## src/awsp_pkg.sv

```systemverilog
// ----------------------------------------------------------------------------
// awsp_pkg
// Shared types and constants for the attention-weighted spatial pooling unit.
// ----------------------------------------------------------------------------
package awsp_pkg;

    // parameter defaults
    localparam int SPATIAL_MAX_DEF = 1024;
    localparam int CHANNEL_MAX_DEF = 4096;
    localparam int ACC_WIDTH_DEF   = 48;

    // fixed field widths
    localparam int ACTION_W    = 2;
    localparam int VALUE_W     = 16;
    localparam int CH_IDX_W    = 12;
    localparam int SP_CFG_W    = 11;
    localparam int CH_CFG_W    = 13;
    localparam int CFG_DATA_W  = 13;
    localparam int CFG_INDEX_W = 2;
    // position field sized for the largest supported SPATIAL_MAX
    localparam int POS_FIELD_W = 16;

    localparam int QUEUE_DEPTH = 4;

    // register reset values
    localparam logic [SP_CFG_W-1:0] SPATIAL_SIZE_RST  = 11'd64;
    localparam logic [CH_CFG_W-1:0] CHANNEL_COUNT_RST = 13'd64;

    // register indexes
    localparam logic [CFG_INDEX_W-1:0] REG_SPATIAL_SIZE  = 2'd0;
    localparam logic [CFG_INDEX_W-1:0] REG_CHANNEL_COUNT = 2'd1;

    // input actions
    localparam logic [ACTION_W-1:0] ACT_WEIGHT  = 2'd0;
    localparam logic [ACTION_W-1:0] ACT_SCALE   = 2'd1;
    localparam logic [ACTION_W-1:0] ACT_FEATURE = 2'd2;

    // output saturation limits, Q4.12
    localparam logic [VALUE_W-1:0] POOL_MAX = 16'h7FFF;
    localparam logic [VALUE_W-1:0] POOL_MIN = 16'h8000;

    typedef enum logic [1:0] {
        CMD_WEIGHT,
        CMD_SCALE,
        CMD_FEATURE
    } cmd_kind_t;

    typedef struct packed {
        cmd_kind_t                kind;
        logic [VALUE_W-1:0]       value;
        logic [POS_FIELD_W-1:0]   pos;        // weight address or position
        logic                     chan_end;   // last position of the channel
        logic [CH_IDX_W-1:0]      chan_idx;
        logic                     chan_last;  // last channel of the sample
    } cmd_t;

    typedef struct packed {
        logic [SP_CFG_W-1:0] spatial_size;
        logic [CH_CFG_W-1:0] channel_count;
    } cfg_regs_t;

    typedef enum logic [2:0] {
        B_IDLE,
        B_MUL,
        B_ACC,
        B_ABS,
        B_SCL_LO,
        B_SCL_HI,
        B_SUM,
        B_OUT
    } back_state_t;

endpackage

```

## src/awsp_cmd_queue.sv

```systemverilog
// ----------------------------------------------------------------------------
// awsp_cmd_queue
// Small command FIFO between the front and back ends.
// ----------------------------------------------------------------------------
module awsp_cmd_queue
    import awsp_pkg::*;
(
    input  logic aclk,
    input  logic aresetn,
    input  logic push,
    input  cmd_t push_data,
    output logic full,
    input  logic pop,
    output cmd_t head,
    output logic empty
);

    localparam int AW = (QUEUE_DEPTH > 1) ? $clog2(QUEUE_DEPTH) : 1;
    localparam int CNT_W = $clog2(QUEUE_DEPTH + 1);

    cmd_t             slot_reg [QUEUE_DEPTH];
    logic [AW-1:0]    wr_ptr_reg, wr_ptr_next;
    logic [AW-1:0]    rd_ptr_reg, rd_ptr_next;
    logic [CNT_W-1:0] count_reg,  count_next;
    logic             do_push, do_pop;

    assign full    = (count_reg == CNT_W'(QUEUE_DEPTH));
    assign empty   = (count_reg == '0);
    assign do_push = push && !full;
    assign do_pop  = pop && !empty;
    assign head    = slot_reg[rd_ptr_reg];

    always_comb begin
        wr_ptr_next = wr_ptr_reg;
        rd_ptr_next = rd_ptr_reg;
        count_next  = count_reg;
        if (do_push) begin
            wr_ptr_next = (wr_ptr_reg == AW'(QUEUE_DEPTH - 1)) ? '0 : wr_ptr_reg + AW'(1);
        end
        if (do_pop) begin
            rd_ptr_next = (rd_ptr_reg == AW'(QUEUE_DEPTH - 1)) ? '0 : rd_ptr_reg + AW'(1);
        end
        if (do_push && !do_pop) begin
            count_next = count_reg + CNT_W'(1);
        end else if (do_pop && !do_push) begin
            count_next = count_reg - CNT_W'(1);
        end
    end

    always_ff @(posedge aclk) begin
        if (!aresetn) begin
            wr_ptr_reg <= '0;
            rd_ptr_reg <= '0;
            count_reg  <= '0;
        end else begin
            wr_ptr_reg <= wr_ptr_next;
            rd_ptr_reg <= rd_ptr_next;
            count_reg  <= count_next;
        end
    end

    always_ff @(posedge aclk) begin
        if (do_push) begin
            slot_reg[wr_ptr_reg] <= push_data;
        end
    end

endmodule

```

## config.mk

```make
export PLATFORM = sky130hd
export DESIGN_NAME = awsp_cmd_queue
export DESIGN_NICKNAME = d
export VERILOG_FILES = /design/src/awsp_pkg.sv /design/src/awsp_cmd_queue.sv
export SDC_FILE = /design/constraint.sdc
export NUM_CORES = 1
export LEC_CHECK = 0
export BUFFER_PORTS_ARGS = -buffer_cell sky130_fd_sc_hd__buf_2
export CORE_MARGIN = 2
export CORE_UTILIZATION = 50
export CTS_BUF_LIST = sky130_fd_sc_hd__clkbuf_2 sky130_fd_sc_hd__clkbuf_4 sky130_fd_sc_hd__clkbuf_8
export CTS_CLUSTER_SIZE = 25
export DETAILED_ROUTE_END_ITERATION = 10
export PLACE_DENSITY = 0.81
export SYNTH_ARGS = -nofsm -noshare
export SYNTH_HDL_FRONTEND = slang
export SYNTH_SLANG_ARGS = --single-unit
export TNS_END_PERCENT = 30
```

## constraint.sdc

```tcl
create_clock -name aclk -period 3.9 [get_ports aclk]
set_clock_uncertainty 0.15 [all_clocks]
set_input_delay 0.975 -clock aclk [delete_from_list [all_inputs] [get_ports aclk]]
set_output_delay 0.975 -clock aclk [all_outputs]
set_load 0.005 [all_outputs]
```

==> results of run 1 <==
worst paths after layout:
check / from / to / slack (ns) / cells after the start
worst max-delay path: flip-flop / head[42] / 0.54 / 3
worst min-delay path: wr_ptr_reg[1] / wr_ptr_reg[1] / 0.37 / 2
worst max register to register: count_reg[1] / count_reg[2] / 1.36 / 7
worst min register to register: wr_ptr_reg[1] / wr_ptr_reg[1] / 0.37 / 2
kinds of logic after synthesis:
| family | share of synthesized area, % |
|---|---|
| DFF | 80.4 |
| muxes | 15.0 |
| and+or+nand+nor | 1.39 |
| buffers and inverters | 1.24 |
| adders and majority gates | 1.29 |
| AOI/OAI and AO/OA | 0.406 |
| xor gates and xnor gates | 0.237 |
cell type report:
| type | instances | area (µm²) | area share [%] |
|---|---|---|---|
| sequential | 201 | 5950 | 68.3 |
| timing repair buffer | 109 | 616 | 7.06 |
| multi-input combinational | 85 | 1360 | 15.6 |
| inverter | 3 | 11.3 | 0.129 |
| tap | 184 | 230 | 2.64 |
| clock inverter | 15 | 61.3 | 0.703 |
| clock buffer | 39 | 487 | 5.58 |
layer usage:
metal  global-route usage (%)  vias up  share of wire, %
li1                         -     1530                 -
met4                     5.10        0               1.7
met1                     20.7     1781                40
met5                        0        -                 0
met3                     4.66       20               7.2
met2                     28.0      109                51
where the power goes:
group / switching, mW / internal (mW) / total [mW]
Combinational: 0.480 / 0.607 / 1.09
Clock: 0.715 / 0.807 / 1.52
Sequential: 0.147 / 2.63 / 2.78
Total: 1.34 / 4.05 / 5.39
critical path, delay by kind of cell (launching register included):
family,cells,cell delay (ns)
multiplexers,1,0.36
flip-flops,1,0.81
buffers and inverters,2,0.53
cell usage after synthesis (all sizes together):
library cell    n
inv             3
nor3b           1
xor2            1
a21boi          1
ha              6
mux2i           3
and2            5
nor2            2
nor3            1
buf             9
nand3           2
xnor2           1
fa              1
clkbuf          3
or3             1
o21ai           3
nor2b           2
dfxtp           9
nand2           6
mux4           48
o31ai           1
edfxtp        192
stage by stage:
stage	std cells	power [mW]
finish	636	5.39
global route	636	5.68
CTS	636	5.48
detailed placement	582	3.94
global placement	582	3.90
floorplan	301	3.48
cell usage in the layout, fill, tap and decap left out, types with 2 or more instances in the layout:
cell | synthesis | routed
sky130_fd_sc_hd__nand2_1 | 6 | 6
sky130_fd_sc_hd__nor2_1 | 2 | 2
sky130_fd_sc_hd__nor2b_1 | 2 | 2
sky130_fd_sc_hd__mux4_2 | 48 | 48
sky130_fd_sc_hd__buf_2 | 4 | 101
sky130_fd_sc_hd__buf_4 | 2 | 4
sky130_fd_sc_hd__buf_12 | 0 | 4
sky130_fd_sc_hd__o21ai_0 | 3 | 3
sky130_fd_sc_hd__ha_1 | 6 | 6
sky130_fd_sc_hd__clkbuf_4 | 0 | 8
sky130_fd_sc_hd__clkbuf_8 | 0 | 31
sky130_fd_sc_hd__dfxtp_1 | 9 | 7
sky130_fd_sc_hd__and2_2 | 0 | 4
sky130_fd_sc_hd__mux2i_1 | 3 | 3
sky130_fd_sc_hd__inv_1 | 3 | 3
sky130_fd_sc_hd__edfxtp_1 | 192 | 192
sky130_fd_sc_hd__clkinv_1 | 0 | 13
sky130_fd_sc_hd__nand3_1 | 2 | 2
==> run_results.csv, run 1 <==
group,metric,value,unit
placed_design,gpl_wtd_cong,0.710,
yosys,mappedNetlistArea,0.00739,mm²
critical_path,worst_setup_path_start_kind,"flip-flop",
cells_and_area,drive_gt1_share,45.1,%
sta,finalMaxSlewViolations,0,
yosys,synthTopCellsByArea,"sky130_fd_sc_hd__edfxtp_1 78%, sky130_fd_sc_hd__mux4_2 15%, sky130_fd_sc_hd__dfxtp_1 2.4%, sky130_fd_sc_hd__ha_1 1.0%, sky130_fd_sc_hd__buf_6 0.46%",
floorplanning,initial_utilization,51.1,%
clocking,cts_buffers,30,
clocking,postCtsHoldBufs,0,
floorplanning,placementRows,44,
power_and_ir_drop,cellPowerDensity,618,mW/mm²
grt,overflow,0,
critical_path,crit_path_cell_chain,"buf_4, mux4_2, buf_2",
grt,groute.usage.overall,16.5,%
floorplanning,core-area,0.0145,mm²
critical_path,critical_path.max_fanout,26,
cells_and_area,layout_filler_cell_count,1031,
drt,post-route-drc-count,0,
power_and_ir_drop,total_leakage_power,2.96,nW
clocking,postCtsSetupRepairBufs,0,
clocking,clock_insertion_delay_worst_skew,0.53,ns
placed_design,hpwl_after_detailed_placement,7750,µm
critical_path,timing.setup.critical_path_class,"reg2out",
clocking,clock_path_buffers,3,
drt,total_iterations_of_the_first_detailed_routing_run,4,
yosys,synthesized_netlist_net_count,360,
flow_run,drv.max_cap_violation_count,0,
drt,vias_per_cell,5.41,
cells_and_area,finish.instance_area,0.00872,mm²
yosys,postSynthCellCount,301,
grt,global_route_wire_length_before_repair,20000,µm
sta,grt_setup_unrepaired,"false",
cells_and_area,final_core_util,60.2,%
drt,postRouteWirelength,12700,µm
sta,fin_worst_hold_slack,0.369,ns
critical_path,crit_path_end_kind,"output pin",
drt,route.antenna.remaining_nets,0,
yosys,avg_inst_size_synth,24.6,µm²
critical_path,cp_data_arrival_time,2.24,ns
clocking,clockRootBuffer,"sky130_fd_sc_hd__clkbuf_8",
clocking,htree_levels,1,
sta,worst_slew_pin_slew,0.734,ns
yosys,yosys_warnings,0,
cells_and_area,largest_reg_flops,192,
floorplanning,die-width,126,µm
outcome,status,"complete, no violations",
cells_and_area,insertedDiodeCount,0,
clocking,cts_tree,"done",
placed_design,place_area,0.00817,mm²
sta,final_hold_violation_count,0,
sta,post-route-worst-setup-slack,0.535,ns
power_and_ir_drop,ir_drop,0.420,mV
sta,finalCritPeriodShare,86.3,%
sta,max-slew-margin-rel,51.0,%
sta,setup_tns,0,ns
drt,vias,3440,
critical_path,required,2.77,ns
sta,layout_min_cycle_time,3.36,ns
drt,post_drt_wl_per_cell,20.0,µm
clocking,clkSinkCount,201,
yosys,postSynthRegisterBits,201,
floorplanning,dieHeight,126,µm
sta,achievable-frequency,0.297,GHz
hold_path,timing.hold.worst.class,"reg2reg",
floorplanning,io_count,102,
grt,grt_antenna_before_repair,0,
placed_design,dp_slack,0.847,ns
yosys,synth.lib_cells_used.distinct,24,
clocking,cts-resized-gates,0,
yosys,ys_seq_area_share,80.4,%
placed_design,port-buffer-count,101,
cells_and_area,num-nets-final,489,
critical_path,worst_path_largest_cell_delay,0.81,ns
yosys,yosys.area.top_type_share,78.0,%
floorplanning,die_area,0.0158,mm²
yosys,synth.largest_area_cell,"sky130_fd_sc_hd__edfxtp_1",
grt,pin_count_of_the_biggest_net_entering_global_routing,40,
grt,grt_pass1_vias,3788,
clocking,cts_clk_pin_slew_worst_paths,0.06,ns
critical_path,slowest_stage,"sky130_fd_sc_hd__dfxtp_2",
drt,drt_first_iter_violations,188,
cells_and_area,area_delta_synth_final,17.9,%
sta,setup_viol,0,
(Power assumes the default switching activity.)
==> run 2: changes to the inputs <==
--- a/config.mk
+++ b/config.mk
@@ -12,6 +12,7 @@
 export CTS_CLUSTER_SIZE = 25
 export DETAILED_ROUTE_END_ITERATION = 10
 export PLACE_DENSITY = 0.81
+export RECOVER_POWER = 25
 export SYNTH_ARGS = -nofsm -noshare
 export SYNTH_HDL_FRONTEND = slang
 export SYNTH_SLANG_ARGS = --single-unit
==> run 2 against run 1 <==
Non-clock buffer count unchanged. Clock power about the same. Combinational power about the same. Sequential share of layout area up 0.34 points. Cell area down 0.50%. Setup slack worse by 0.0046 ns. Final cell count unchanged. Hold slack better by 0.0025 ns. Wire length about the same. Critical path type unchanged. Largest cell class unchanged. Largest power group unchanged.
==> run_results.csv, run 2 (same netlist as run 1, synthesis figures left out) <==
group,metric,value,unit
sta,setup_tns,0,ns
sta,finalMaxSlewViolations,0,
power_and_ir_drop,total_leakage_power,2.87,nW
clocking,htree_levels,1,
floorplanning,dieHeight,126,µm
power_and_ir_drop,ir_drop,0.421,mV
cells_and_area,area_delta_synth_final,17.3,%
cells_and_area,insertedDiodeCount,0,
critical_path,ff2ff_setup_slack,1.37,ns
clocking,clkSinkCount,201,
outcome,status,"complete, no violations",
sta,final_hold_violation_count,0,
cells_and_area,final_cell_mix,"192 x sky130_fd_sc_hd__edfxtp_1, 66 x sky130_fd_sc_hd__buf_2, 48 x sky130_fd_sc_hd__mux4_2",
drt,postRouteWirelength,12700,µm
critical_path,crit_path_end_kind,"output pin",
cells_and_area,layout.cells.non_filler,636,
grt,grt_pass1_vias,3788,
sta,setup_viol,0,
placed_design,placedCellCount,582,
power_and_ir_drop,fin_total_pwr,5.39,mW
critical_path,crit_path_cell_chain,"buf_4, mux4_2, buf_2",
clocking,cts_tree,"done",
critical_path,rr_worst_depth,7,
floorplanning,io_count,102,
grt,global_route_wire_length_before_repair,20000,µm
clocking,cts-resized-gates,0,
cells_and_area,multiInputGateArea,0.00136,mm²
floorplanning,core-area,0.0145,mm²
cells_and_area,layout_filler_cell_count,1049,
sta,fin_worst_hold_slack,0.371,ns
hold_path,hold_path_startpoint,"wr_ptr_reg[0]",
critical_path,critical_path.max_fanout,26,
sta,finalCritPeriodShare,86.4,%
critical_path,slowest_stage,"sky130_fd_sc_hd__dfxtp_2",
drt,post-route-drc-count,0,
floorplanning,die_area,0.0158,mm²
grt,groute.usage.overall,16.5,%
floorplanning,die-width,126,µm
cells_and_area,mostFrequentLayoutCell,"sky130_fd_sc_hd__edfxtp_1",
grt,overflow,0,
drt,post_drt_wl_per_cell,20.0,µm
critical_path,rr_endpoint,"count_reg[2]",
critical_path,worst_path_largest_cell_delay,0.81,ns
clocking,clock_insertion_delay_worst_skew,0.53,ns
hold_path,hold_path_depth,2,
critical_path,r2r-start,"count_reg[1]",
floorplanning,placementRows,44,
placed_design,port-buffer-count,101,
critical_path,cp_data_arrival_time,2.24,ns
placed_design,hpwl_after_detailed_placement,7750,µm
clocking,clockRootBuffer,"sky130_fd_sc_hd__clkbuf_8",
hold_path,timing.hold.worst_endpoint,"wr_ptr_reg[0]",
placed_design,gpl_wtd_cong,0.710,
clocking,cts_clk_pin_slew_worst_paths,0.06,ns
clocking,cts_buffers,30,
cells_and_area,final_core_util,59.9,%
critical_path,required,2.77,ns
cells_and_area,largest_reg_flops,192,
cells_and_area,finish.instance_area,0.00867,mm²
placed_design,dp_slack,0.847,ns
drt,vias,3430,
clocking,postCtsSetupRepairBufs,0,
sta,post-route-worst-setup-slack,0.531,ns
power_and_ir_drop,cellPowerDensity,621,mW/mm²
clocking,postCtsHoldBufs,0,
critical_path,timing.setup.critical_path_class,"reg2out",
grt,pin_count_of_the_biggest_net_entering_global_routing,40,
cells_and_area,drive_gt1_share,37.4,%
cells_and_area,area.sequential,0.00595,mm²
placed_design,place_area,0.00817,mm²
sta,grt_setup_unrepaired,"false",
drt,route.antenna.remaining_nets,0,
sta,layout_min_cycle_time,3.37,ns
sta,max-slew-margin-rel,50.7,%
floorplanning,initial_utilization,51.1,%
clocking,clock_path_buffers,3,
cells_and_area,num-nets-final,489,
sta,achievable-frequency,0.297,GHz
hold_path,timing.hold.worst.class,"reg2reg",
drt,drt_first_iter_violations,204,
drt,total_iterations_of_the_first_detailed_routing_run,5,
critical_path,worst_setup_path_start_kind,"flip-flop",
grt,grt_antenna_before_repair,0,
drt,vias_per_cell,5.39,
flow_run,drv.max_cap_violation_count,0,
sta,worst_slew_pin_slew,0.740,ns
run 2: changes by cell type in the layout (fill, tap and decap cells not counted), sizes merged:
| cell | previous run | this run |
|---|---|---|
| clkbuf | 39 | 74 |
| buf | 109 | 74 |
run 2: critical path: cells and delay by family, from the launching register on:
| family | cells | cell delay [ns] |
|---|---|---|
| multiplexers | 1 | 0.36 |
| buffers and inverters | 2 | 0.54 |
| flip-flops | 1 | 0.81 |
run 2: final cells by class:
cell class / instances / share of cell area, %
Sequential cell: 201 / 68.6
Multi-Input combinational cell: 85 / 15.7
Timing Repair Buffer: 109 / 6.59
Clock buffer: 39 / 5.61
Tap cell: 184 / 2.65
Clock inverter: 15 / 0.707
Inverter: 3 / 0.130
run 2: per-layer routing:
metal  vias to the layer above  part of all wire, %  global-route usage [%]
met5                         -                    0                       0
met3                        21                  6.6                    4.66
met2                       101                   50                    28.0
li1                       1532                    -                       -
met4                         0                  1.7                    5.10
met1                      1776                   41                    20.7
run 2: worst max-delay path by stage:
| stage | slack (ns) | depth (start not counted) | endpoint |
|---|---|---|---|
| floorplan | 0.93 | 3 | slot_reg[0][0] |
| global placement | 0.98 | 8 | count_reg[2] |
| detailed placement | 0.85 | 8 | count_reg[2] |
| CTS | 0.44 | 3 | head[45] |
| global route | 0.37 | 3 | head[29] |
| finish | 0.53 | 3 | head[42] |
run 2: power by group:
part	total, mW	switching (mW)	internal, mW
sequential	2.78	0.147	2.63
clock	1.52	0.715	0.807
combinational	1.08	0.481	0.602
