===== src/awsp_pkg.sv =====
// ----------------------------------------------------------------------------
// awsp_pkg
// Shared types and constants for the attention-weighted spatial pooling unit.
// ----------------------------------------------------------------------------
package awsp_pkg;

    // parameter defaults
    localparam int SPATIAL_MAX_DEF = 1024;
    localparam int CHANNEL_MAX_DEF = 4096;
    localparam int ACC_WIDTH_DEF   = 48;

    // fixed field widths
    localparam int ACTION_W    = 2;
    localparam int VALUE_W     = 16;
    localparam int CH_IDX_W    = 12;
    localparam int SP_CFG_W    = 11;
    localparam int CH_CFG_W    = 13;
    localparam int CFG_DATA_W  = 13;
    localparam int CFG_INDEX_W = 2;
    // position field sized for the largest supported SPATIAL_MAX
    localparam int POS_FIELD_W = 16;

    localparam int QUEUE_DEPTH = 4;

    // register reset values
    localparam logic [SP_CFG_W-1:0] SPATIAL_SIZE_RST  = 11'd64;
    localparam logic [CH_CFG_W-1:0] CHANNEL_COUNT_RST = 13'd64;

    // register indexes
    localparam logic [CFG_INDEX_W-1:0] REG_SPATIAL_SIZE  = 2'd0;
    localparam logic [CFG_INDEX_W-1:0] REG_CHANNEL_COUNT = 2'd1;

    // input actions
    localparam logic [ACTION_W-1:0] ACT_WEIGHT  = 2'd0;
    localparam logic [ACTION_W-1:0] ACT_SCALE   = 2'd1;
    localparam logic [ACTION_W-1:0] ACT_FEATURE = 2'd2;

    // output saturation limits, Q4.12
    localparam logic [VALUE_W-1:0] POOL_MAX = 16'h7FFF;
    localparam logic [VALUE_W-1:0] POOL_MIN = 16'h8000;

    typedef enum logic [1:0] {
        CMD_WEIGHT,
        CMD_SCALE,
        CMD_FEATURE
    } cmd_kind_t;

    typedef struct packed {
        cmd_kind_t                kind;
        logic [VALUE_W-1:0]       value;
        logic [POS_FIELD_W-1:0]   pos;        // weight address or position
        logic                     chan_end;   // last position of the channel
        logic [CH_IDX_W-1:0]      chan_idx;
        logic                     chan_last;  // last channel of the sample
    } cmd_t;

    typedef struct packed {
        logic [SP_CFG_W-1:0] spatial_size;
        logic [CH_CFG_W-1:0] channel_count;
    } cfg_regs_t;

    typedef enum logic [2:0] {
        B_IDLE,
        B_MUL,
        B_ACC,
        B_ABS,
        B_SCL_LO,
        B_SCL_HI,
        B_SUM,
        B_OUT
    } back_state_t;

endpackage


===== src/awsp_front.sv =====
// ----------------------------------------------------------------------------
// awsp_front
// Accepts input items, tracks weight pointer, position and channel counters,
// and turns each item into a command for the back end.
// ----------------------------------------------------------------------------
module awsp_front
    import awsp_pkg::*;
#(
    parameter int SPATIAL_MAX = SPATIAL_MAX_DEF,
    parameter int CHANNEL_MAX = CHANNEL_MAX_DEF
) (
    input  logic                aclk,
    input  logic                aresetn,
    input  logic                s_valid,
    output logic                s_ready,
    input  logic [ACTION_W-1:0] s_action,
    input  logic [VALUE_W-1:0]  s_value,
    input  cfg_regs_t           cfg,
    output logic                q_push,
    output cmd_t                q_data,
    input  logic                q_full
);

    localparam int PW  = (SPATIAL_MAX > 1) ? $clog2(SPATIAL_MAX) : 1;
    localparam int CW  = (CHANNEL_MAX > 1) ? $clog2(CHANNEL_MAX) : 1;
    localparam int SPW = ($clog2(SPATIAL_MAX + 1) > SP_CFG_W) ?
                         $clog2(SPATIAL_MAX + 1) : SP_CFG_W;
    localparam int NCW = ($clog2(CHANNEL_MAX + 1) > CH_CFG_W) ?
                         $clog2(CHANNEL_MAX + 1) : CH_CFG_W;

    logic [PW-1:0]  wptr_reg, wptr_next;
    logic [PW-1:0]  pos_reg,  pos_next;
    logic [CW-1:0]  ch_reg,   ch_next;
    logic [SPW-1:0] sp_eff;
    logic [NCW-1:0] nch_eff;
    logic           accept;
    logic           wptr_wrap, pos_wrap, ch_last;

    // clamp register values to the supported range
    always_comb begin
        if (cfg.spatial_size == '0) begin
            sp_eff = SPW'(1);
        end else if (SPW'(cfg.spatial_size) > SPW'(SPATIAL_MAX)) begin
            sp_eff = SPW'(SPATIAL_MAX);
        end else begin
            sp_eff = SPW'(cfg.spatial_size);
        end
        if (cfg.channel_count == '0) begin
            nch_eff = NCW'(1);
        end else if (NCW'(cfg.channel_count) > NCW'(CHANNEL_MAX)) begin
            nch_eff = NCW'(CHANNEL_MAX);
        end else begin
            nch_eff = NCW'(cfg.channel_count);
        end
    end

    assign s_ready   = !q_full;
    assign accept    = s_valid && s_ready;
    assign wptr_wrap = (SPW'(wptr_reg) + SPW'(1)) >= sp_eff;
    assign pos_wrap  = (SPW'(pos_reg) + SPW'(1)) >= sp_eff;
    assign ch_last   = (NCW'(ch_reg) + NCW'(1)) >= nch_eff;

    always_comb begin
        q_push         = 1'b0;
        q_data.kind    = CMD_SCALE;
        q_data.value   = s_value;
        q_data.pos     = POS_FIELD_W'(pos_reg);
        q_data.chan_end  = 1'b0;
        q_data.chan_idx  = CH_IDX_W'(ch_reg);
        q_data.chan_last = ch_last;
        wptr_next      = wptr_reg;
        pos_next       = pos_reg;
        ch_next        = ch_reg;
        case (s_action)
            ACT_WEIGHT: begin
                q_push      = accept;
                q_data.kind = CMD_WEIGHT;
                q_data.pos  = POS_FIELD_W'(wptr_reg);
                if (accept) begin
                    wptr_next = wptr_wrap ? '0 : wptr_reg + PW'(1);
                end
            end
            ACT_SCALE: begin
                q_push      = accept;
                q_data.kind = CMD_SCALE;
            end
            ACT_FEATURE: begin
                q_push          = accept;
                q_data.kind     = CMD_FEATURE;
                q_data.chan_end = pos_wrap;
                if (accept) begin
                    pos_next = pos_wrap ? '0 : pos_reg + PW'(1);
                    if (pos_wrap) begin
                        ch_next = ch_last ? '0 : ch_reg + CW'(1);
                    end
                end
            end
            default: begin
                // reserved action: consumed, no command
                q_push = 1'b0;
            end
        endcase
    end

    always_ff @(posedge aclk) begin
        if (!aresetn) begin
            wptr_reg <= '0;
            pos_reg  <= '0;
            ch_reg   <= '0;
        end else begin
            wptr_reg <= wptr_next;
            pos_reg  <= pos_next;
            ch_reg   <= ch_next;
        end
    end

endmodule


===== config.mk =====
export PLATFORM = sky130hd
export DESIGN_NAME = awsp_front
export DESIGN_NICKNAME = d
export VERILOG_FILES = /design/src/awsp_pkg.sv /design/src/awsp_front.sv
export SDC_FILE = /design/constraint.sdc
export NUM_CORES = 1
export LEC_CHECK = 0
export BUFFER_PORTS_ARGS = -buffer_cell sky130_fd_sc_hd__buf_4
export CORE_ASPECT_RATIO = 1.25
export CORE_MARGIN = 5
export CORE_UTILIZATION = 47
export DETAILED_ROUTE_END_ITERATION = 10
export PLACE_DENSITY_LB_ADDON = 0.12
export RECOVER_POWER = 50
export SLEW_MARGIN = 25
export SYNTH_ARGS = -nofsm -noshare
export SYNTH_HDL_FRONTEND = slang
export SYNTH_SLANG_ARGS = --single-unit

===== constraint.sdc =====
create_clock -name aclk -period 2.5 [get_ports aclk]
set_input_delay 0 -clock aclk [delete_from_list [all_inputs] [get_ports aclk]]
set_output_delay 0 -clock aclk [all_outputs]
set_load 0.01 [all_outputs]

==> results of run 1 <==
-- timing repair --
| item | CTS | global route |
|---|---|---|
| endpoints found under the setup margin | 14 | 34 |
| setup buffers | 21 | 9 |
| gates resized for setup | 38 | 41 |
| pin swaps | 28 | 16 |
| hold endpoints to repair | 0 | 0 |
| gates cloned | 0 | 1 |
-- worst max-delay path by stage --
stage	from	to	slack (ns)
global placement	ch_reg[0]	ch_reg[4]	-0.11
finish	pos_reg[4]	ch_reg[10]	-0.16
detailed placement	ch_reg[0]	ch_reg[4]	-0.13
floorplan	ch_reg[8]	ch_reg[11]	0.02
CTS	pos_reg[4]	ch_reg[10]	-0.12
global route	pos_reg[4]	ch_reg[10]	-0.31
-- stage by stage --
stage,utilization,power (uW)
detailed placement,0.623,707
CTS,0.685,1110
floorplan,-,652
finish,0.720,1110
global route,0.720,1170
global placement,0.623,703
-- cells in the final DEF (no fill, tap or decap), types with 5 or more instances in the layout --
cell type and instances:
sky130_fd_sc_hd__a21o_1 6, sky130_fd_sc_hd__a21oi_1 8, sky130_fd_sc_hd__a31oi_1 7, sky130_fd_sc_hd__a32o_1 7, sky130_fd_sc_hd__and3_4 5, sky130_fd_sc_hd__buf_4 122, sky130_fd_sc_hd__buf_6 12, sky130_fd_sc_hd__clkbuf_1 6
sky130_fd_sc_hd__clkbuf_8 5, sky130_fd_sc_hd__conb_1 6, sky130_fd_sc_hd__dfxtp_1 15, sky130_fd_sc_hd__dfxtp_2 12, sky130_fd_sc_hd__dfxtp_4 5, sky130_fd_sc_hd__ha_1 33, sky130_fd_sc_hd__inv_1 10, sky130_fd_sc_hd__mux2_2 9
sky130_fd_sc_hd__nand2_1 65, sky130_fd_sc_hd__nand2_2 6, sky130_fd_sc_hd__nand2b_1 13, sky130_fd_sc_hd__nand3_1 10, sky130_fd_sc_hd__nand3_4 5, sky130_fd_sc_hd__nand4_1 11, sky130_fd_sc_hd__nor2_1 12, sky130_fd_sc_hd__nor2_2 5
sky130_fd_sc_hd__nor2b_1 6, sky130_fd_sc_hd__xnor2_1 9, sky130_fd_sc_hd__xor2_1 5
-- cell usage after synthesis (4+ instances only) --
library cell               number
sky130_fd_sc_hd__a21o_1         6
sky130_fd_sc_hd__a21oi_1       12
sky130_fd_sc_hd__a31oi_1        9
sky130_fd_sc_hd__a32o_1         7
sky130_fd_sc_hd__and2_1         5
sky130_fd_sc_hd__and3_1         7
sky130_fd_sc_hd__buf_4         23
sky130_fd_sc_hd__clkbuf_1       6
sky130_fd_sc_hd__dfxtp_1       32
sky130_fd_sc_hd__ha_1          38
sky130_fd_sc_hd__inv_1         12
sky130_fd_sc_hd__mux2_2         9
sky130_fd_sc_hd__nand2_1       71
sky130_fd_sc_hd__nand2b_1      13
sky130_fd_sc_hd__nand3_1       15
sky130_fd_sc_hd__nand4_1       11
sky130_fd_sc_hd__nor2_1        18
sky130_fd_sc_hd__nor2b_1        6
sky130_fd_sc_hd__nor3_1         4
sky130_fd_sc_hd__nor4_1         4
sky130_fd_sc_hd__o21ai_0        5
sky130_fd_sc_hd__o21ai_1        7
sky130_fd_sc_hd__xnor2_1       13
sky130_fd_sc_hd__xor2_1         6
-- report_power, final --
| group | switching [uW] | internal, uW |
|---|---|---|
| Sequential | 2.28 | 506 |
| Combinational | 113 | 107 |
| Clock | 197 | 189 |
| Total | 312 | 801 |
-- layer usage --
layer,vias to the layer above,track usage,wire (microns)
li1,1586,-,-
met1,1484,0.226,3500
met2,79,0.429,5020
met3,22,0.0408,412
met4,0,0.0729,217
met5,-,0,0
-- cell type report --
cell class / instances / area [sq um] / area share
multi-input cells: 308 / 2450 / 0.550
repair buffers: 142 / 1100 / 0.246
flip-flops and latches: 32 / 674 / 0.151
well taps: 85 / 106 / 0.0238
clock buffers: 5 / 68.8 / 0.0154
inverters: 13 / 48.8 / 0.0109
clock inverters: 3 / 13.8 / 0.00308
-- logic make-up after synthesis --
family,Yosys count,share of synthesized area
simple gates,169,0.289
compound gates,67,0.161
buf+inv,47,0.0906
fa+ha+maj,38,0.157
flops,32,0.212
xor+xnor,19,0.0550
mux,9,0.0335
other cells,1,0.00124
==> key figures, run 1 <==
Layout
  • Number of fillers in the final layout: 495
  • Non-filler cells, final: 588
  • Layout net count: 586
  • Area added between synthesis and finish: 47.6%
  • Layout cell share with drive strength beyond 1: 0.465
  • Final Instance Area: 0.00447 sq mm
  • Antenna fix cells: 0
  • Max FFs per register: 12

Clocking
  • Skew-Pair Late Insertion Delay: 0.29 ns
  • Clock Tree Root: sky130_fd_sc_hd__clkbuf_8
  • Num Clock Sinks: 32
  • Clock input transition at the sequential cells of the worst setup and hold paths: 0.07 ns
  • TritonCTS clock tree: built
  • CTS buffer count: 5
  • Number of hold buffers added after CTS: 0
  • Buffer levels on the longest clock path: 2
  • Number of H-tree levels: 2

Critical path
  • Buffering stage count on the worst path with inverters included: 2
  • Required @ worst endpoint: 2.72 ns
  • Crit. End Element: register
  • Worst path cell trace: and3_4, nand3_4, nor3_4, xor2_1, ha_1, a2111oi_4, o21ai_2, buf_4, and3_4, nor3b_4, buf_6, a31oi_1, o22ai_2
  • Stage delay of the slowest cell on the critical path: 0.33 ns
  • Cell with the largest stage delay on the worst path: sky130_fd_sc_hd__dfxtp_2
  • Crit Path Max Fanout: 4
  • Beginning of the worst register-to-register path: pos_reg[4]
  • Number of cells on the worst reg-to-reg path: 13
  • Cell seen most often among critical-path stages: sky130_fd_sc_hd__and3_4
  • Path length in cells of the critical path: 13
  • Category of cells accounting for the largest share of critical-path delay: simple AND/OR/NAND/NOR gates
  • Type of the worst setup path: reg -> reg
  • Slack of the worst reg-to-reg path: -0.16 ns
  • Signal arrival time at the worst endpoint: 2.88 ns
  • Endpoint of the most critical register-to-register path: ch_reg[10]
  • Startpoint kind of the worst setup timing path: register

Global route
  • GRT Util Overall: 0.220
  • Number of antenna violations at the first check in global routing: 0
  • Via count of the first global-routing pass: 3253
  • Pin count of the biggest net entering global routing: 15
  • Total gr overflow: 0
  • Wire length of the first global-routing pass: 14300 microns

Detailed routing
  • Vias post-DR: 3171
  • Average wire length per cell after detail routing: 15.5 microns
  • Detailed-route vias per instance: 5.39
  • Residual DRC count: 0
  • Residual antenna-violating net count after detailed routing: 0
  • Iter 0 DRT Violations: 130
  • Initial DRT Pass Iterations: 4
  • Wirelength, routed: 9140 microns

Logic synthesis
  • Count of state elements after synthesis: 32
  • Number of distinct library cells after synthesis: 54
  • Count of synthesis-stage warnings from yosys: 0
  • Avg Cell Area, Syn: 7.92 sq um
  • EDFF count, synth: 0
  • Dominant cell type by area after synthesis: sky130_fd_sc_hd__dfxtp_1
  • Post-synthesis cell count: 382
  • Most instantiated flip-flop cell in the synthesis netlist: sky130_fd_sc_hd__dfxtp_1
  • Post-synth top area share: 0.212
  • Cell types with the largest area share after synthesis: sky130_fd_sc_hd__dfxtp_1, sky130_fd_sc_hd__ha_1, sky130_fd_sc_hd__nand2_1, sky130_fd_sc_hd__buf_4, sky130_fd_sc_hd__xnor2_1
  • Netlist area before placement: 0.00303 sq mm
  • Async set-or-reset flop fraction in the synthesized netlist: 0
  • Sequential share of the synthesized area: 0.212

Worst hold path
  • Worst Hold Endpoint: q_data[30]
  • Hold WC Path Type: in -> out
  • Hold Crit Start: s_value[0]
  • Instance count along the most critical hold path: 0

Floorplanning
  • Die width: 81.8 microns
  • Row Count: 32
  • Initial core utilization: 0.488
  • Io pins: 96
  • Die area: 0.00815 sq mm
  • Die Height: 99.7 microns
  • Core area: 0.00621 sq mm

STA
  • Setup TNS: -1.59 ns
  • Hold Worst Slack: 0.00000391 ns
  • Timing-limited maximum frequency: 375 MHz
  • Period utilization: 1.07
  • Final hold viol count: 0
  • Final critical-path setup slack: -0.165 ns
  • Setup violators final: 16
  • Post-layout min period: 2.66 ns
  • Worst Max-Slew Pin Slew: 0.653 ns
  • RSZ-0062 raised after global routing: true
  • Clock Skews: 0.00463 ns
  • Final Max Tran Viols: 0
  • Tightest slew margin relative to the limit: 0.564

Status
  • Result of the run: finished with violations
  • Violations in the final reports: negative setup slack

Flow run
  • Max-capacitance violation count: 0

Place
  • Detailed placement HPWL: 6880 microns
  • Final weighted congestion of routability-driven global placement: 0.881
  • Worst slack at placement: -0.130 ns
  • Placed cell count: 551
  • Count of input and output buffers: 57
  • Total placed instance area: 0.00386 sq mm

Pwr
  • PwrDens: 249 mW/mm^2
  • Max VDD drop: 0.307 mV
  • Standby leakage power: 0.00212 uW
Note: power is estimated with default switching activity, not from simulation.
==> run 2, diff against run 1 <==
==> constraint.sdc (replaced) <==
create_clock -name aclk -period 2.35 [get_ports aclk]
set_input_delay 0 -clock aclk [delete_from_list [all_inputs] [get_ports aclk]]
set_output_delay 0 -clock aclk [all_outputs]
set_load 0.01 [all_outputs]
==> key figures, run 2 (synthesis gave the netlist of run 1 again) <==
Critical path
  • Crit. End Element: primary output (was register)
  • Signal arrival time at the worst endpoint: 2.60 ns (was 2.88 ns)
  • Startpoint kind of the worst setup timing path: register (unchanged)
  • Crit Path Max Fanout: 3 (was 4)
  • Required @ worst endpoint: 2.35 ns (was 2.72 ns)
  • Type of the worst setup path: reg -> out (was reg -> reg)
  • Beginning of the worst register-to-register path: ch_reg[0] (was pos_reg[4])
  • Slack of the worst reg-to-reg path: -0.24 ns (was -0.16 ns)
  • Crit path from: pos_reg[4] (unchanged)
  • Number of cells on the worst reg-to-reg path: 12 (was 13)
  • Endpoint of the most critical register-to-register path: ch_reg[11] (was ch_reg[10])

Detailed routing
  • Average wire length per cell after detail routing: 16.3 microns (was 15.5 microns)
  • Residual DRC count: 0 (unchanged)
  • Wirelength, routed: 9500 microns (was 9140 microns)
  • Vias post-DR: 3185 (was 3171)
  • Iter 0 DRT Violations: 144 (was 130)
  • Initial DRT Pass Iterations: 5 (was 4)
  • Residual antenna-violating net count after detailed routing: 0 (unchanged)
  • Detailed-route vias per instance: 5.48 (was 5.39)

STA
  • Period utilization: 1.11
  • Tightest slew margin relative to the limit: 0.567 (was 0.564)
  • Final hold viol count: 0 (unchanged)
  • Timing-limited maximum frequency: 385 MHz
  • Final Max Tran Viols: 0 (unchanged)
  • Setup violators final: 24 (was 16)
  • Clock Skews: 0.00441 ns (was 0.00463 ns)
  • RSZ-0062 raised after global routing: true (unchanged)
  • Worst Max-Slew Pin Slew: 0.648 ns (was 0.653 ns)
  • Final critical-path setup slack: -0.248 ns (was -0.165 ns)
  • Post-layout min period: 2.60 ns

Global route
  • Wire length of the first global-routing pass: 14500 microns (was 14300 microns)
  • Pin count of the biggest net entering global routing: 15 (unchanged)
  • Via count of the first global-routing pass: 3163 (was 3253)
  • Number of antenna violations at the first check in global routing: 0 (unchanged)
  • Met2 layer usage reported by global route: 0.420 (was 0.429)
  • GRT Util Overall: 0.226 (was 0.220)
  • Total gr overflow: 0 (unchanged)
  • GRT Max-Usage Layer: met2 (unchanged)
  • Met1 Usage GRT: 0.251 (was 0.226)
  • GR Layer Usage met3: 0.0399 (was 0.0408)

Place
  • Final weighted congestion of routability-driven global placement: 0.942 (was 0.881)
  • Count of input and output buffers: 57 (unchanged)
  • Detailed placement HPWL: 7010 microns (was 6880 microns)
  • Placed cell count: 556 (was 551)

Pwr
  • PwrDens: 273 mW/mm^2 (was 249 mW/mm^2)
  • Internal cell power: 908 uW (was 801 uW)
  • Switching pwr: 331 uW (was 312 uW)
  • Sum of internal, switching and leakage power: 1240 uW (was 1110 uW)
  • Sequential power share: 0.434 (was 0.456)
  • Part of the total power dissipated in the clock network: 0.383 (was 0.346)
  • Switching power share of the total: 0.267 (was 0.280)
  • Comb power frac: 0.183 (was 0.197)
  • Standby leakage power: 0.00213 uW (was 0.00212 uW)
  • Max VDD drop: 0.236 mV (was 0.307 mV)

Clocking
  • Number of H-tree levels: 2 (unchanged)
  • Buffer levels on the longest clock path: 2 (unchanged)
  • CTS buffer count: 5 (unchanged)
  • Num Clock Sinks: 32 (unchanged)
  • TritonCTS clock tree: built (unchanged)
  • Clock Tree Root: sky130_fd_sc_hd__clkbuf_8 (unchanged)
  • Skew-Pair Late Insertion Delay: 0.29 ns (about the same)
  • Clock input transition at the sequential cells of the worst setup and hold paths: 0.06 ns (was 0.07 ns)

Layout
  • Top library cells by usage in the layout, fill and taps aside: sky130_fd_sc_hd__buf_4, sky130_fd_sc_hd__nand2_1, sky130_fd_sc_hd__ha_1 (was sky130_fd_sc_hd__buf_4, sky130_fd_sc_hd__nand2_1, sky130_fd_sc_hd__ha_1, sky130_fd_sc_hd__dfxtp_1, sky130_fd_sc_hd__nand2b_1)
  • Area added between synthesis and finish: 50.2% (was 47.6%)
  • Most common cell after layout, fill and taps aside: sky130_fd_sc_hd__buf_4 (unchanged)
  • Layout cell share with drive strength beyond 1: 0.492 (was 0.465)
  • Layout net count: 579 (was 586)
  • Max FFs per register: 12 (unchanged)
  • Non-filler cells, final: 581 (was 588)
  • Antenna fix cells: 0 (unchanged)
  • Number of fillers in the final layout: 490 (was 495)
  • Final core utilization: 0.732 (was 0.720)

Floorplanning
  • Io pins: 96 (unchanged)
  • Row Count: 32 (unchanged)
  • Die width: 81.8 microns (unchanged)
  • Die Height: 99.7 microns (unchanged)
  • Initial core utilization: 0.488 (unchanged)
  • Core area: 0.00621 sq mm (unchanged)
  • Die area: 0.00815 sq mm (unchanged)

Worst hold path
  • Hold Crit Start: s_value[0] (unchanged)
  • Worst Hold Endpoint: q_data[30] (unchanged)
  • Hold WC Path Type: in -> out (unchanged)
  • Instance count along the most critical hold path: 0 (unchanged)

Flow run
  • Max-capacitance violation count: 0 (unchanged)

Status
  • Result of the run: finished with violations (unchanged)
  • Violations in the final reports: negative setup slack (unchanged)
[run 2: cell type report]
| class | count | area [sq um] | share of cell area |
|---|---|---|---|
| Clock buffer | 8 | 100 | 0.0220 |
| Inverter | 13 | 51.3 | 0.0113 |
| Multi-Input combinational cell | 309 | 2570 | 0.566 |
| Sequential cell | 32 | 687 | 0.151 |
| Tap cell | 85 | 106 | 0.0234 |
| Timing Repair Buffer | 134 | 1030 | 0.226 |
[run 2: power groups by stage]
stage | sequential [uW] | clock (uW) | combinational, uW
finish | 537 | 475 | 226
global route | 537 | 510 | 248
CTS | 540 | 483 | 209
detailed placement | 552 | 0 | 196
global placement | 552 | 0 | 191
floorplan | 553 | 0 | 140
[run 2: worst max-delay path by stage]
stage | endpoint | slack, ns | cells past startpoint
floorplan | ch_reg[11] | -0.11 | 11
global placement | ch_reg[11] | -0.22 | 11
detailed placement | ch_reg[4] | -0.28 | 11
CTS | q_data[13] | -0.23 | 12
global route | ch_reg[10] | -0.41 | 12
finish | q_data[13] | -0.25 | 12
[run 2: worst max-delay path, cell delays in order (launching register included)]
cell,delay [ns]
sky130_fd_sc_hd__dfxtp_2,0.33
sky130_fd_sc_hd__and3_4,0.20
sky130_fd_sc_hd__nand3_4,0.07
sky130_fd_sc_hd__nor3_2,0.19
sky130_fd_sc_hd__xor2_1,0.21
sky130_fd_sc_hd__ha_1,0.31
sky130_fd_sc_hd__a2111oi_4,0.29
sky130_fd_sc_hd__o21ai_1,0.13
sky130_fd_sc_hd__nand2_1,0.11
sky130_fd_sc_hd__o21ai_2,0.07
sky130_fd_sc_hd__buf_4,0.14
sky130_fd_sc_hd__and2_4,0.15
sky130_fd_sc_hd__buf_6,0.11
[run 2: metal layers]
layer,part of all wire,wire (microns),vias up
li1,-,-,1570
met1,0.38,3650,1507
met2,0.54,5170,95
met3,0.055,525,13
met4,0.016,155,0
met5,0,0,-
[run 2: repair_timing]
| item | CTS | global route |
|---|---|---|
| buffers inserted | 10 | 6 |
| hold buffers | 0 | 0 |
| gates resized for setup | 38 | 58 |
| cloned | 0 | 2 |
| pin swaps | 29 | 28 |
| endpoints found under the setup margin | 32 | 34 |
[run 2: metrics by stage]
step	setup TNS, ns	hold slack (ns)	cell area (sq um)	worst slack, ns
floorplan	-0.477	0.0435	3160	-0.108
global placement	-2.53	0.0000686	3920	-0.222
detailed placement	-2.91	0.0000686	3920	-0.276
CTS	-2.74	0.0000686	4240	-0.232
global route	-8.47	0.0000347	4540	-0.412
finish	-4.00	0.00000389	4540	-0.248
